==> config.mk <==
export PLATFORM = sky130hd
export DESIGN_NAME = greedy_grid_edge_placer
export DESIGN_NICKNAME = d
export VERILOG_FILES = /design/src/ggep_pkg.sv /design/src/ggep_probe.sv /design/src/ggep_node_mem.sv /design/src/greedy_grid_edge_placer.sv
export SDC_FILE = /design/constraint.sdc
export NUM_CORES = 2
export LEC_CHECK = 0
export BUFFER_PORTS_ARGS = -buffer_cell sky130_fd_sc_hd__buf_2
export CAP_MARGIN = 0
export CORE_MARGIN = 5
export CORE_UTILIZATION = 65
export CTS_CLUSTER_SIZE = 14
export DETAILED_ROUTE_END_ITERATION = 10
export HOLD_SLACK_MARGIN = 0.1
export PLACE_DENSITY_LB_ADDON = 0.25
export SYNTH_ARGS = -nofsm -noshare
export SYNTH_HDL_FRONTEND = slang
export SYNTH_SLANG_ARGS = --single-unit
==> constraint.sdc <==
create_clock -name clk -period 8.4 [get_ports clk]
set_input_delay 1.68 -clock clk [delete_from_list [all_inputs] [get_ports clk]]
set_output_delay 1.68 -clock clk [all_outputs]
set_load 0.01 [all_outputs]
==> src/ggep_pkg.sv <==
// Shared types, constants and offset table for the greedy grid edge placer
`default_nettype none
package ggep_pkg;

    localparam int POS_W          = 4;
    localparam int COST_W         = 20;
    localparam int NODE_IN_W      = 7;
    localparam int TABLE_LEN      = 28;
    localparam int OFF_W          = 5;
    localparam int STEP_W         = 4;
    localparam int GRID_SIDE_DEF  = 9;
    localparam int NODE_COUNT_DEF = 128;
    localparam int OFFSET_COUNT_DEF = 28;
    localparam logic [COST_W-1:0] COST_MAX = {COST_W{1'b1}};

    typedef struct packed {
        logic [NODE_IN_W-1:0] src_node;
        logic [NODE_IN_W-1:0] dst_node;
    } item_t;

    typedef struct packed {
        logic [POS_W-1:0]  src_x;
        logic [POS_W-1:0]  src_y;
        logic [POS_W-1:0]  dst_x;
        logic [POS_W-1:0]  dst_y;
        logic [COST_W-1:0] wire_cost;
        logic [COST_W-1:0] hop_cost;
        logic              failed;
    } result_t;

    typedef struct packed {
        logic             valid;
        logic [POS_W-1:0] row;
        logic [POS_W-1:0] col;
    } node_pos_t;

    typedef struct packed {
        logic             hit;
        logic [POS_W-1:0] row;
        logic [POS_W-1:0] col;
    } probe_res_t;

    typedef enum logic [3:0] {
        S_IDLE,
        S_RDP,
        S_RDS,
        S_SRC,
        S_SRCH,
        S_RDD,
        S_DST,
        S_COST,
        S_DONE
    } state_t;

    function automatic logic signed [STEP_W-1:0] step_row(input logic [OFF_W-1:0] k);
        logic signed [STEP_W-1:0] v;
        case (k)
            5'd0:  v = 4'sd0;   5'd1:  v = 4'sd1;   5'd2:  v = 4'sd0;   5'd3:  v = -4'sd1;
            5'd4:  v = -4'sd1;  5'd5:  v = 4'sd1;   5'd6:  v = 4'sd1;   5'd7:  v = -4'sd1;
            5'd8:  v = 4'sd0;   5'd9:  v = 4'sd2;   5'd10: v = 4'sd0;   5'd11: v = -4'sd2;
            5'd12: v = -4'sd1;  5'd13: v = 4'sd1;   5'd14: v = 4'sd1;   5'd15: v = -4'sd1;
            5'd16: v = -4'sd2;  5'd17: v = 4'sd2;   5'd18: v = 4'sd2;   5'd19: v = -4'sd2;
            5'd20: v = 4'sd0;   5'd21: v = 4'sd4;   5'd22: v = 4'sd0;   5'd23: v = -4'sd4;
            5'd24: v = 4'sd1;   5'd25: v = 4'sd1;   5'd26: v = -4'sd1;  5'd27: v = -4'sd1;
            default: v = 4'sd0;
        endcase
        return v;
    endfunction

    function automatic logic signed [STEP_W-1:0] step_col(input logic [OFF_W-1:0] k);
        logic signed [STEP_W-1:0] v;
        case (k)
            5'd0:  v = 4'sd1;   5'd1:  v = 4'sd0;   5'd2:  v = -4'sd1;  5'd3:  v = 4'sd0;
            5'd4:  v = 4'sd1;   5'd5:  v = 4'sd1;   5'd6:  v = -4'sd1;  5'd7:  v = -4'sd1;
            5'd8:  v = 4'sd2;   5'd9:  v = 4'sd0;   5'd10: v = -4'sd2;  5'd11: v = 4'sd0;
            5'd12: v = 4'sd2;   5'd13: v = 4'sd2;   5'd14: v = -4'sd2;  5'd15: v = -4'sd2;
            5'd16: v = 4'sd1;   5'd17: v = 4'sd1;   5'd18: v = -4'sd1;  5'd19: v = -4'sd1;
            5'd20: v = 4'sd4;   5'd21: v = 4'sd0;   5'd22: v = -4'sd4;  5'd23: v = 4'sd0;
            5'd24: v = 4'sd3;   5'd25: v = -4'sd3;  5'd26: v = -4'sd3;  5'd27: v = 4'sd3;
            default: v = 4'sd0;
        endcase
        return v;
    endfunction

endpackage
`default_nettype wire

==> src/ggep_probe.sv <==
// Offset probe: bounds check and registered occupancy read, one candidate cell per cycle
`default_nettype none
module ggep_probe #(
    parameter int GRID_SIDE = ggep_pkg::GRID_SIDE_DEF,
    parameter int CELL_N    = GRID_SIDE * GRID_SIDE,
    parameter int CELL_W    = $clog2(CELL_N)
) (
    input  wire logic                       clk,
    input  wire logic [ggep_pkg::POS_W-1:0] base_row,
    input  wire logic [ggep_pkg::POS_W-1:0] base_col,
    input  wire logic [ggep_pkg::OFF_W-1:0] k,
    input  wire logic [CELL_N-1:0]          cells,
    output ggep_pkg::probe_res_t            res,
    output logic [CELL_W-1:0]               addr
);
    import ggep_pkg::*;

    logic signed [POS_W+1:0] r_s;
    logic signed [POS_W+1:0] c_s;
    logic                    in_bounds;
    logic [CELL_W-1:0]       addr_c;
    logic                    blocked_reg;
    logic [POS_W-1:0]        row_reg;
    logic [POS_W-1:0]        col_reg;
    logic [CELL_W-1:0]       addr_reg;

    always_comb
    begin
        r_s = $signed({2'b00, base_row}) + (POS_W+2)'(step_row(k));
        c_s = $signed({2'b00, base_col}) + (POS_W+2)'(step_col(k));
        in_bounds = (r_s >= 0) && (r_s < GRID_SIDE) && (c_s >= 0) && (c_s < GRID_SIDE);
        addr_c = CELL_W'(int'(r_s[POS_W-1:0]) * GRID_SIDE + int'(c_s[POS_W-1:0]));
    end

    // result is registered: it shows the candidate presented in the cycle before
    always_ff @(posedge clk)
    begin
        blocked_reg <= in_bounds ? cells[addr_c] : 1'b1;
        row_reg     <= r_s[POS_W-1:0];
        col_reg     <= c_s[POS_W-1:0];
        addr_reg    <= addr_c;
    end

    always_comb
    begin
        res.hit = !blocked_reg;
        res.row = row_reg;
        res.col = col_reg;
        addr    = addr_reg;
    end

endmodule
`default_nettype wire

==> src/ggep_node_mem.sv <==
// Node position store: one write port, one registered read port, valid flops
`default_nettype none
module ggep_node_mem #(
    parameter int NODE_COUNT = ggep_pkg::NODE_COUNT_DEF,
    parameter int NODE_W     = $clog2(NODE_COUNT)
) (
    input  wire logic                clk,
    input  wire logic                rst_n,
    input  wire logic                wr_en,
    input  wire logic [NODE_W-1:0]   wr_addr,
    input  ggep_pkg::node_pos_t      wr_pos,
    input  wire logic [NODE_W-1:0]   rd_addr,
    output ggep_pkg::node_pos_t      rd_pos
);
    import ggep_pkg::*;

    logic [2*POS_W-1:0]    mem [NODE_COUNT];
    logic [NODE_COUNT-1:0] valid_reg;
    logic [2*POS_W-1:0]    rd_data_reg;
    logic                  rd_valid_reg;

    always_ff @(posedge clk)
    begin
        if (wr_en)
        begin
            mem[wr_addr] <= {wr_pos.row, wr_pos.col};
        end
        rd_data_reg <= mem[rd_addr];
    end

    always_ff @(posedge clk or negedge rst_n)
    begin
        if (!rst_n)
        begin
            valid_reg    <= '0;
            rd_valid_reg <= 1'b0;
        end
        else
        begin
            if (wr_en)
            begin
                valid_reg[wr_addr] <= 1'b1;
            end
            rd_valid_reg <= valid_reg[rd_addr];
        end
    end

    // unplaced nodes read as (0,0)
    always_comb
    begin
        rd_pos.valid = rd_valid_reg;
        rd_pos.row   = rd_valid_reg ? rd_data_reg[2*POS_W-1:POS_W] : '0;
        rd_pos.col   = rd_valid_reg ? rd_data_reg[POS_W-1:0] : '0;
    end

endmodule
`default_nettype wire

==> src/greedy_grid_edge_placer.sv <==
// Greedy grid edge placer: top level with sequencer, occupancy grid and cost totals
// Each transaction on the item channel is one graph edge; one result transaction follows it.
// An edge whose nodes are both already placed passes through S_RDP, S_RDS, S_SRC, S_RDD,
// S_DST, S_COST and S_DONE to the result register, and the next edge is accepted once the
// sequencer is back in S_IDLE. Each unplaced node but the first source after reset, which
// goes to cell (0,0), is searched by priming the registered occupancy read and then probing
// the offsets in turn, because the single probe unit checks one candidate cell per cycle;
// the node position store has one read port, so the previous source, source and destination
// positions are read in turn. After a placement failure each edge goes from S_IDLE straight
// to S_DONE and reports zero positions. The item channel stalls while an edge is in work; a
// finished result waits in the output register while the next edge runs, and an edge that
// finishes while that register still holds an unaccepted result waits for it.
`default_nettype none
module greedy_grid_edge_placer #(
    parameter int GRID_SIDE    = ggep_pkg::GRID_SIDE_DEF,
    parameter int NODE_COUNT   = ggep_pkg::NODE_COUNT_DEF,
    parameter int OFFSET_COUNT = ggep_pkg::OFFSET_COUNT_DEF
) (
    input  wire logic          clk,
    input  wire logic          rst_n,
    input  wire logic          item_valid,
    output logic               item_stall,
    input  ggep_pkg::item_t    item,
    output logic               result_valid,
    input  wire logic          result_stall,
    output ggep_pkg::result_t  result
);
    import ggep_pkg::*;

    localparam int NODE_W = $clog2(NODE_COUNT);
    localparam int CELL_N = GRID_SIDE * GRID_SIDE;
    localparam int CELL_W = $clog2(CELL_N);
    localparam int IN_MAX = (1 << NODE_IN_W) - 1;

    function automatic logic [NODE_W-1:0] node_index(input logic [NODE_IN_W-1:0] v);
        logic [NODE_IN_W-1:0] r;
        r = v;
        for (int k = NODE_IN_W - 1; k >= 0; k--)
        begin
            if ((NODE_COUNT << k) <= IN_MAX)
            begin
                if (int'(r) >= (NODE_COUNT << k))
                begin
                    r = r - NODE_IN_W'(NODE_COUNT << k);
                end
            end
        end
        return NODE_W'(r);
    endfunction

    state_t              state_reg, state_next;
    logic [NODE_W-1:0]   s_reg, s_next;
    logic [NODE_W-1:0]   d_reg, d_next;
    logic [NODE_W-1:0]   prev_reg, prev_next;
    logic                any_reg, any_next;
    logic                fail_reg, fail_next;
    logic [COST_W-1:0]   wire_reg, wire_next;
    logic [COST_W-1:0]   hop_reg, hop_next;
    logic [POS_W-1:0]    base_row_reg, base_row_next;
    logic [POS_W-1:0]    base_col_reg, base_col_next;
    logic [POS_W-1:0]    sr_reg, sr_next;
    logic [POS_W-1:0]    sc_reg, sc_next;
    logic [POS_W-1:0]    dr_reg, dr_next;
    logic [POS_W-1:0]    dc_reg, dc_next;
    logic [OFF_W-1:0]    k_reg, k_next;
    logic                tgt_dst_reg, tgt_dst_next;
    logic                out_valid_reg, out_valid_next;
    result_t             out_reg, out_next;
    logic [CELL_N-1:0]   cells_reg, cells_next;

    probe_res_t          pr;
    logic [CELL_W-1:0]   pr_addr;
    logic                wr_en;
    logic [NODE_W-1:0]   wr_addr;
    node_pos_t           wr_pos;
    logic [NODE_W-1:0]   rd_addr;
    node_pos_t           rd_pos;

    logic [POS_W-1:0]    adx, ady;
    logic [POS_W:0]      wsum;
    logic [POS_W-1:0]    hsum;
    logic [COST_W:0]     wire_add, hop_add;
    logic                accept;

    ggep_probe #(
        .GRID_SIDE (GRID_SIDE),
        .CELL_N    (CELL_N),
        .CELL_W    (CELL_W)
    ) u_probe (
        .clk      (clk),
        .base_row (base_row_reg),
        .base_col (base_col_reg),
        .k        (k_reg),
        .cells    (cells_reg),
        .res      (pr),
        .addr     (pr_addr)
    );

    ggep_node_mem #(
        .NODE_COUNT (NODE_COUNT),
        .NODE_W     (NODE_W)
    ) u_node_mem (
        .clk     (clk),
        .rst_n   (rst_n),
        .wr_en   (wr_en),
        .wr_addr (wr_addr),
        .wr_pos  (wr_pos),
        .rd_addr (rd_addr),
        .rd_pos  (rd_pos)
    );

    assign item_stall   = (state_reg != S_IDLE);
    assign accept       = item_valid && !item_stall;
    assign result_valid = out_valid_reg;
    assign result       = out_reg;

    always_comb
    begin
        adx      = (sr_reg > dr_reg) ? (sr_reg - dr_reg) : (dr_reg - sr_reg);
        ady      = (sc_reg > dc_reg) ? (sc_reg - dc_reg) : (dc_reg - sc_reg);
        wsum     = {1'b0, adx} + {1'b0, ady};
        hsum     = POS_W'(({1'b0, adx} + 1'b1) >> 1) + POS_W'(({1'b0, ady} + 1'b1) >> 1);
        wire_add = {1'b0, wire_reg} + (COST_W+1)'(wsum - 1'b1);
        hop_add  = {1'b0, hop_reg} + (COST_W+1)'(hsum - 1'b1);
    end

    always_comb
    begin
        state_next     = state_reg;
        s_next         = s_reg;
        d_next         = d_reg;
        prev_next      = prev_reg;
        any_next       = any_reg;
        fail_next      = fail_reg;
        wire_next      = wire_reg;
        hop_next       = hop_reg;
        base_row_next  = base_row_reg;
        base_col_next  = base_col_reg;
        sr_next        = sr_reg;
        sc_next        = sc_reg;
        dr_next        = dr_reg;
        dc_next        = dc_reg;
        k_next         = k_reg;
        tgt_dst_next   = tgt_dst_reg;
        out_valid_next = out_valid_reg;
        out_next       = out_reg;
        cells_next     = cells_reg;
        wr_en          = 1'b0;
        wr_addr        = s_reg;
        wr_pos         = '0;
        rd_addr        = prev_reg;

        if (out_valid_reg && !result_stall)
        begin
            out_valid_next = 1'b0;
        end

        case (state_reg)
            S_IDLE:
            begin
                if (accept)
                begin
                    s_next = node_index(item.src_node);
                    d_next = node_index(item.dst_node);
                    if (fail_reg)
                    begin
                        sr_next    = '0;
                        sc_next    = '0;
                        dr_next    = '0;
                        dc_next    = '0;
                        state_next = S_DONE;
                    end
                    else
                    begin
                        state_next = S_RDP;
                    end
                end
            end
            S_RDP:
            begin
                rd_addr    = prev_reg;
                state_next = S_RDS;
            end
            S_RDS:
            begin
                rd_addr       = s_reg;
                base_row_next = rd_pos.row;
                base_col_next = rd_pos.col;
                state_next    = S_SRC;
            end
            S_SRC:
            begin
                if (!any_reg)
                begin
                    any_next = 1'b1;
                    sr_next  = rd_pos.row;
                    sc_next  = rd_pos.col;
                    if (!rd_pos.valid)
                    begin
                        wr_en         = 1'b1;
                        wr_addr       = s_reg;
                        wr_pos        = '0;
                        cells_next[0] = 1'b1;
                    end
                    state_next = S_RDD;
                end
                else if (rd_pos.valid)
                begin
                    sr_next    = rd_pos.row;
                    sc_next    = rd_pos.col;
                    state_next = S_RDD;
                end
                else
                begin
                    k_next       = '0;
                    tgt_dst_next = 1'b0;
                    state_next   = S_SRCH;
                end
            end
            S_SRCH:
            begin
                // probe result is registered and belongs to the previous k; k of zero only primes the read
                k_next = k_reg + 1'b1;
                if ((k_reg != '0) && pr.hit)
                begin
                    wr_en               = 1'b1;
                    wr_addr             = tgt_dst_reg ? d_reg : s_reg;
                    wr_pos.valid        = 1'b1;
                    wr_pos.row          = pr.row;
                    wr_pos.col          = pr.col;
                    cells_next[pr_addr] = 1'b1;
                    if (tgt_dst_reg)
                    begin
                        dr_next    = pr.row;
                        dc_next    = pr.col;
                        state_next = S_COST;
                    end
                    else
                    begin
                        sr_next    = pr.row;
                        sc_next    = pr.col;
                        state_next = S_RDD;
                    end
                end
                else if (k_reg == OFF_W'(OFFSET_COUNT))
                begin
                    fail_next  = 1'b1;
                    sr_next    = '0;
                    sc_next    = '0;
                    dr_next    = '0;
                    dc_next    = '0;
                    state_next = S_DONE;
                end
            end
            S_RDD:
            begin
                rd_addr    = d_reg;
                prev_next  = s_reg;
                state_next = S_DST;
            end
            S_DST:
            begin
                if (rd_pos.valid)
                begin
                    dr_next    = rd_pos.row;
                    dc_next    = rd_pos.col;
                    state_next = S_COST;
                end
                else
                begin
                    base_row_next = sr_reg;
                    base_col_next = sc_reg;
                    k_next        = '0;
                    tgt_dst_next  = 1'b1;
                    state_next    = S_SRCH;
                end
            end
            S_COST:
            begin
                if (wsum == '0)
                begin
                    wire_next = (wire_reg == '0) ? '0 : wire_reg - 1'b1;
                end
                else
                begin
                    wire_next = wire_add[COST_W] ? COST_MAX : wire_add[COST_W-1:0];
                end
                if (hsum == '0)
                begin
                    hop_next = (hop_reg == '0) ? '0 : hop_reg - 1'b1;
                end
                else
                begin
                    hop_next = hop_add[COST_W] ? COST_MAX : hop_add[COST_W-1:0];
                end
                state_next = S_DONE;
            end
            S_DONE:
            begin
                if (!out_valid_reg || !result_stall)
                begin
                    out_valid_next     = 1'b1;
                    out_next.src_x     = sr_reg;
                    out_next.src_y     = sc_reg;
                    out_next.dst_x     = dr_reg;
                    out_next.dst_y     = dc_reg;
                    out_next.wire_cost = wire_reg;
                    out_next.hop_cost  = hop_reg;
                    out_next.failed    = fail_reg;
                    state_next         = S_IDLE;
                end
            end
            default:
            begin
                state_next = S_IDLE;
            end
        endcase
    end

    always_ff @(posedge clk or negedge rst_n)
    begin
        if (!rst_n)
        begin
            state_reg     <= S_IDLE;
            prev_reg      <= '0;
            any_reg       <= 1'b0;
            fail_reg      <= 1'b0;
            wire_reg      <= '0;
            hop_reg       <= '0;
            out_valid_reg <= 1'b0;
            cells_reg     <= '0;
            k_reg         <= '0;
            tgt_dst_reg   <= 1'b0;
        end
        else
        begin
            state_reg     <= state_next;
            prev_reg      <= prev_next;
            any_reg       <= any_next;
            fail_reg      <= fail_next;
            wire_reg      <= wire_next;
            hop_reg       <= hop_next;
            out_valid_reg <= out_valid_next;
            cells_reg     <= cells_next;
            k_reg         <= k_next;
            tgt_dst_reg   <= tgt_dst_next;
        end
    end

    always_ff @(posedge clk)
    begin
        s_reg        <= s_next;
        d_reg        <= d_next;
        base_row_reg <= base_row_next;
        base_col_reg <= base_col_next;
        sr_reg       <= sr_next;
        sc_reg       <= sc_next;
        dr_reg       <= dr_next;
        dc_reg       <= dc_next;
        out_reg      <= out_next;
    end

endmodule
`default_nettype wire

* Yosys cells after proc, flatten, opt, wreduce, memory -nomap -nowiden
Memories as Yosys holds them, arrays and structs flattened. A register that Yosys moved wholly into a read port is not among the register bits. Cells that the tools add are included.
Word-level totals: register bits after elaboration 381, latch bits 0, memory bits (writable) 1024, memory bits (read-only) 256, input port bits 18, output and inout port bits 59, logic and storage cells 204, memories 3
Memory list:
- u_node_mem.mem | depth 128, width 8, read ports 1, clocked after Yosys merged registers in 1, wr ports 1, RTL line ggep_node_mem.sv:17 | logic [2*POS_W-1:0] mem [NODE_COUNT];
- (no name shown) | depth 32, width 4, read ports 1, clocked after Yosys merged registers in 0, wr ports 0, RTL line ggep_pkg.sv:57 | case (k)
- (no name shown) | depth 32, width 4, read ports 1, clocked after Yosys merged registers in 0, wr ports 0, RTL line ggep_pkg.sv:72 | case (k)
Operators by class: add/subtract/negate cells 18, multipliers 1, divide/modulo/power cells 0, order comparisons 12, equal/unequal tests 22, shift operators 0, multiplexer cells 76, bitwise logic cells 3, reduce and logical (&&, ||, !) cells 37
Operators by type and width (number):
- $or A128 B128 Y128 | 1
- $mux W20 | 6
- $mux W4 | 27
- $or A81 B81 Y81 | 1
- $pmux W4 S3 | 4
- $add A20 B21 Y21 | 2
- $logic_not A20 Y1 | 2
- $sub A20 B1 Y20 const B | 2
- $pmux W4 S9 | 1
- $lt A7 B8 Y1 const B | 4
- $mux W7 | 3
- $mux W1 | 18
- $eq A4 B3 Y1 const B | 4
- $mux W8 | 2
- $ne A2 B2 Y1 const B | 8
- $pmux W4 S2 | 2
- $sub A4 B4 Y4 | 4
- $pmux W5 S3 | 1
- $bmux W1 S7 | 2
- $demux W1 S7 | 2
- $ge A7 B1 Y1 const B | 2
- $pmux W7 S2 | 1
- $add A5 B4 Y6 | 2
- $ge A6 B1 Y1 const B | 2
- other kinds (34) | 66

* Longest topological paths before layout
depth in word-level cells 9, gate-level depth with buffers 27, mapped depth without buffers 26

* Hierarchy
A second synthesis with hierarchy kept.
Second synthesis, totals: cell total of the unflattened synthesis 3334, area total of the unflattened synthesis 59365.7 um^2
By module, submodules not included:
- ggep_node_mem | instances 1, cells each 1972, area each 44901.8 um^2, sequential area each 34137.7 um^2
- greedy_grid_edge_placer | instances 1, cells each 1160, area each 12463.2 um^2, sequential area each 6381.1 um^2
- ggep_probe | instances 1, cells each 202, area each 2000.7 um^2, sequential area each 320.3 um^2

* Worst setup path before layout
Ideal clock, no wire load.
path kind reg2reg, start point register sc_reg[0], end point register wire_reg[16], library setup time 0.095 ns, arrival time 5.504 ns, required time 8.305 ns, slack 2.800 ns, cell stages (with the launch flop) 25, path buffers 1, clock period less this slack 5.600 ns, path through edfxtp_1 inv_1 ha_1 inv_1 fa_1 a211oi_4 nor3_2 mux2_2 ha_1 a21o_1 a21oi_1 xnor2_1 nand2b_1 nor2_1 ha_1 o21a_1 o211ai_1 o31ai_1 a211oi_1 o41ai_1 a21oi_1 xnor2_1 clkbuf_1 nor3_1 o31ai_1
Between the ends: longest elaborated chain between the ends 7, elaborated cells between the ends (all ways) 10, classes of those cells 5 x add/sub; 1 x order compare; 3 x mux; 1 x reduce/logical
RTL lines:
- start, declared | RTL line greedy_grid_edge_placer.sv:62 | logic [POS_W-1:0] sc_reg, sc_next;
- start signal, assigned | RTL line greedy_grid_edge_placer.sv:357 | sc_reg <= sc_next;
- $sub A4 B4 Y4 or $gt A4 B4 Y1 (tied branches) | RTL line greedy_grid_edge_placer.sv:120 | ady = (sc_reg > dc_reg) ? (sc_reg - dc_reg) : (dc_reg - sc_reg);
- $mux W4 (*) | RTL line greedy_grid_edge_placer.sv:120
- $add A4 B4 Y5 (*) | RTL line greedy_grid_edge_placer.sv:121 | wsum = {1'b0, adx} + {1'b0, ady};
- $sub A5 B1 Y6 | RTL line greedy_grid_edge_placer.sv:123 | wire_add = {1'b0, wire_reg} + (COST_W+1)'(wsum - 1'b1);
- $add A20 B21 Y21 | RTL line greedy_grid_edge_placer.sv:123
- $mux W20 | RTL line greedy_grid_edge_placer.sv:286 | wire_next = wire_add[COST_W] ? COST_MAX : wire_add[COST_W-1:0];
- $mux W20 (*) | RTL line greedy_grid_edge_placer.sv:280 | if (wsum == '0)
- end signal, assigned | RTL line greedy_grid_edge_placer.sv:341 | wire_reg <= wire_next;
- end, declared | RTL line greedy_grid_edge_placer.sv:57 | logic [COST_W-1:0] wire_reg, wire_next;
Mark *: on every way between the ends. The rest lies on a longest branch, timed or not. A chain may end at the register's enable or synchronous reset.

* Worst setup path in the final report
start point register sr_reg[0], end point register wire_reg[1]
Between the ends: longest elaborated chain between the ends 7, elaborated cells between the ends (all ways) 10, classes of those cells 5 x add/sub; 1 x order compare; 3 x mux; 1 x reduce/logical
RTL lines:
- start, declared | RTL line greedy_grid_edge_placer.sv:61 | logic [POS_W-1:0] sr_reg, sr_next;
- start signal, assigned | RTL line greedy_grid_edge_placer.sv:356 | sr_reg <= sr_next;
- $sub A4 B4 Y4 or $gt A4 B4 Y1 (tied branches) | RTL line greedy_grid_edge_placer.sv:119 | adx = (sr_reg > dr_reg) ? (sr_reg - dr_reg) : (dr_reg - sr_reg);
- $mux W4 (*) | RTL line greedy_grid_edge_placer.sv:119
- $add A4 B4 Y5 (*) | RTL line greedy_grid_edge_placer.sv:121
- $sub A5 B1 Y6 | RTL line greedy_grid_edge_placer.sv:123
- $add A20 B21 Y21 | RTL line greedy_grid_edge_placer.sv:123
- $mux W20 | RTL line greedy_grid_edge_placer.sv:286
- $mux W20 (*) | RTL line greedy_grid_edge_placer.sv:280
Marked as above.

==> results.cfg <==
[route]
dr_total_vias = 42200
routedWlPerCell_microns = 24.3
dr.pass1.iters = 6
routed_via_density = 6.54
postRouteAntennaNets = 0
drt_iter0_markers = 5975
drc = 0
routed_wl_mm = 157

[final_layout]
largest_reg_flops = 1024
final_nets = 5177
area.growth.synth_to_final_pct = 9.43
drive_gt1_frac = 0.104

[outcome]
status = finished, final reports clean

[timing]
fin_crit_sh = 0.786
rsz0062_at_grt = false
maxSlewViolCount = 0
slew_headroom = 0.154
worst_slew_pin_slew_ns = 1.26
skew_ns = 0.0307
hold_viol_final = 0
clock.fmax_mhz = 151
fin_tns_setup_ns = 0
fin_crit_ns = 6.61
setup_violations = 0

[synth]
ys_ff_latch = 1413
avgSynthCellArea_sq_um = 12.0
yosys.area.top_type_share = 0.549
yosysSeqAreaShare = 0.667
ys_top_cells_by_count = 1,274 x nand2_1, 1,119 x edfxtp_1, 435 x nand3_1, 270 x dfrtp_1, 216 x a311oi_1
syn_nets = 5218
synth_edf_count = 1119
synth_top_cell_by_area = edfxtp_1
yosys-top-cells-area = edfxtp_1 55%, dfrtp_1 11%, nand2_1 7.8%, nand3_1 3.6%, a311oi_1 3.1%
synth_cell_types = 90
ys_warn_count = 0
yosysMostFrequentCell = nand2_1
synthFlopType = edfxtp_1
async_flop_share = 0.191
syn_inst = 5113
syn_area_sq_um = 61200

[die]
core_sq_um = 93500
die_x_microns = 317
start_util = 0.655
rows = 112
die-area_sq_um = 100000
io_pins = 77
die_h_microns = 317

[global_route]
grt_max_degree = 152
grt_use_met1 = 0.436
grtUsageMet2 = 0.492
busiest_layer = met2
grt_overflow = 0
track_usage = 0.311
grt_pass1_wl_mm = 240
grt_pass1_vias = 41000
grt.met3_usage = 0.0623
antenna_found_initial = 1

[clock_network]
root_buffer = clkbuf_16
cts_made_buffers = 143
clk_path_buf_depth = 3
postCtsSetupBuffers = 0
clk_pin_slew_ns = 0.07
cts_tree = yes
h-tree-depth = 4
insertion_delay_ns = 0.77
hold_buffers = 0
cts_resized = 0
cts_sinks = 1413

[critical_path]
path_cells = inv_1, ha_1, inv_1, fa_1, nand3_1, a21oi_2, a211o_1, a21oi_1, nor2_1, ha_1, xnor2_1, nand2b_1, nor2_1, ha_1, or3_1, a21oi_1, o31ai_1, a211oi_1, o41ai_1, a21oi_1, xnor2_1, buf_4, o21ai_0, o311ai_0
cp.required_ns = 9.01
crit_fanout = 20
worst_setup_path_start_kind = flip-flop
path_class = reg -> reg
arrival_ns = 7.22
slowest_delay_ns = 0.96
slowest_stage = nor2_1
r2r_cells = 24
worst_setup_path_end_kind = flip-flop

[placed_design]
hpwl_mm = 91.6
place_congestion = 0.894
port_buffers = 76

[run]
max_cap_viol_count = 0

[hold_path]
holdPathStages = 0
min_path_type = reg -> reg
## worst paths after layout
kind | endpoint | slack, ns | start
setup / recovery | wire_reg[1] | 1.79 | sr_reg[0]
hold / removal | result[44] | 0.46 | dc_reg[3]
setup reg to reg | wire_reg[1] | 1.79 | sr_reg[0]
hold reg to reg | result[44] | 0.46 | dc_reg[3]
max in group asynchronous | u_node_mem.valid_reg[8] | 6.09 | rst_n
min in group asynchronous | u_node_mem.valid_reg[85] | 0.88 | rst_n
## cell families (layout without fill, tap and decap cells)
kind of cell	Yosys count	after routing	share of synthesized area
buf+inv	404	486	0.0302
xor+xnor	62	62	0.00918
compound gates	741	741	0.0883
other cells	0	1	0
flops	1413	1413	0.667
simple gates	2360	2360	0.173
fa+ha+maj	87	87	0.0191
mux	46	46	0.0130
## layout make-up
type	instances	area, sq um
Sequential cell	1413	40800
Clock inverter	68	582
Multi-Input combinational cell	3296	18600
Timing Repair Buffer	136	978
Clock buffer	200	4100
Tap cell	1254	1570
Inverter	82	328
Antenna cell	1	2.50
Fill cell	6105	26500
## critical path, delay by kind of cell (launching register included)
family | cells | cell delay (ns)
AO/OA/AOI/OAI | 10 | 2.41
XOR/XNOR | 2 | 0.31
adder cells (fa/ha/maj) | 4 | 1.30
buffers and inverters | 3 | 0.39
flip-flops | 1 | 0.43
AND/OR/NAND/NOR | 5 | 1.61
## per-stage QoR
step                hold WS, ns  cell area (sq um)  worst slack, ns  cells   util
detailed placement        0.444              62300             1.85   6181  0.667
global placement          0.432              62300             1.98   6181  0.667
floorplan                 0.420              61200             2.80   5113      -
global route              0.473              67000             1.19   6449  0.717
CTS                       0.456              67000             1.83   6449  0.717
finish                    0.458              67000             1.79   6450  0.717
## layer usage
metal	up-vias	share of wire
li1	18600	-
met1	20700	0.38
met2	2600	0.47
met3	382	0.11
met4	0	0.038
met5	-	0
## cells in the final DEF, fill, tap and decap left out, types with 25 or more instances in the layout
master and count:
o21ai_0 121, inv_1 74, nand3_1 435, a311oi_1 216, buf_4 49, edfxtp_1 1119
a21oi_1 82, nor3_1 30, a211oi_1 29, nand2_1 1270, and3_1 137, ha_1 76
clkbuf_1 34, o31ai_1 27, or2_2 119, mux4_2 25, dfrtp_1 270, nor2_1 208
a31oi_1 28, xnor2_1 46, clkinv_2 25, buf_2 75, o21bai_1 85, clkbuf_16 150
Power is left out: the tool's default activity adds up to more than one toggle a clock period on the data nets, which glitch-free logic cannot reach.
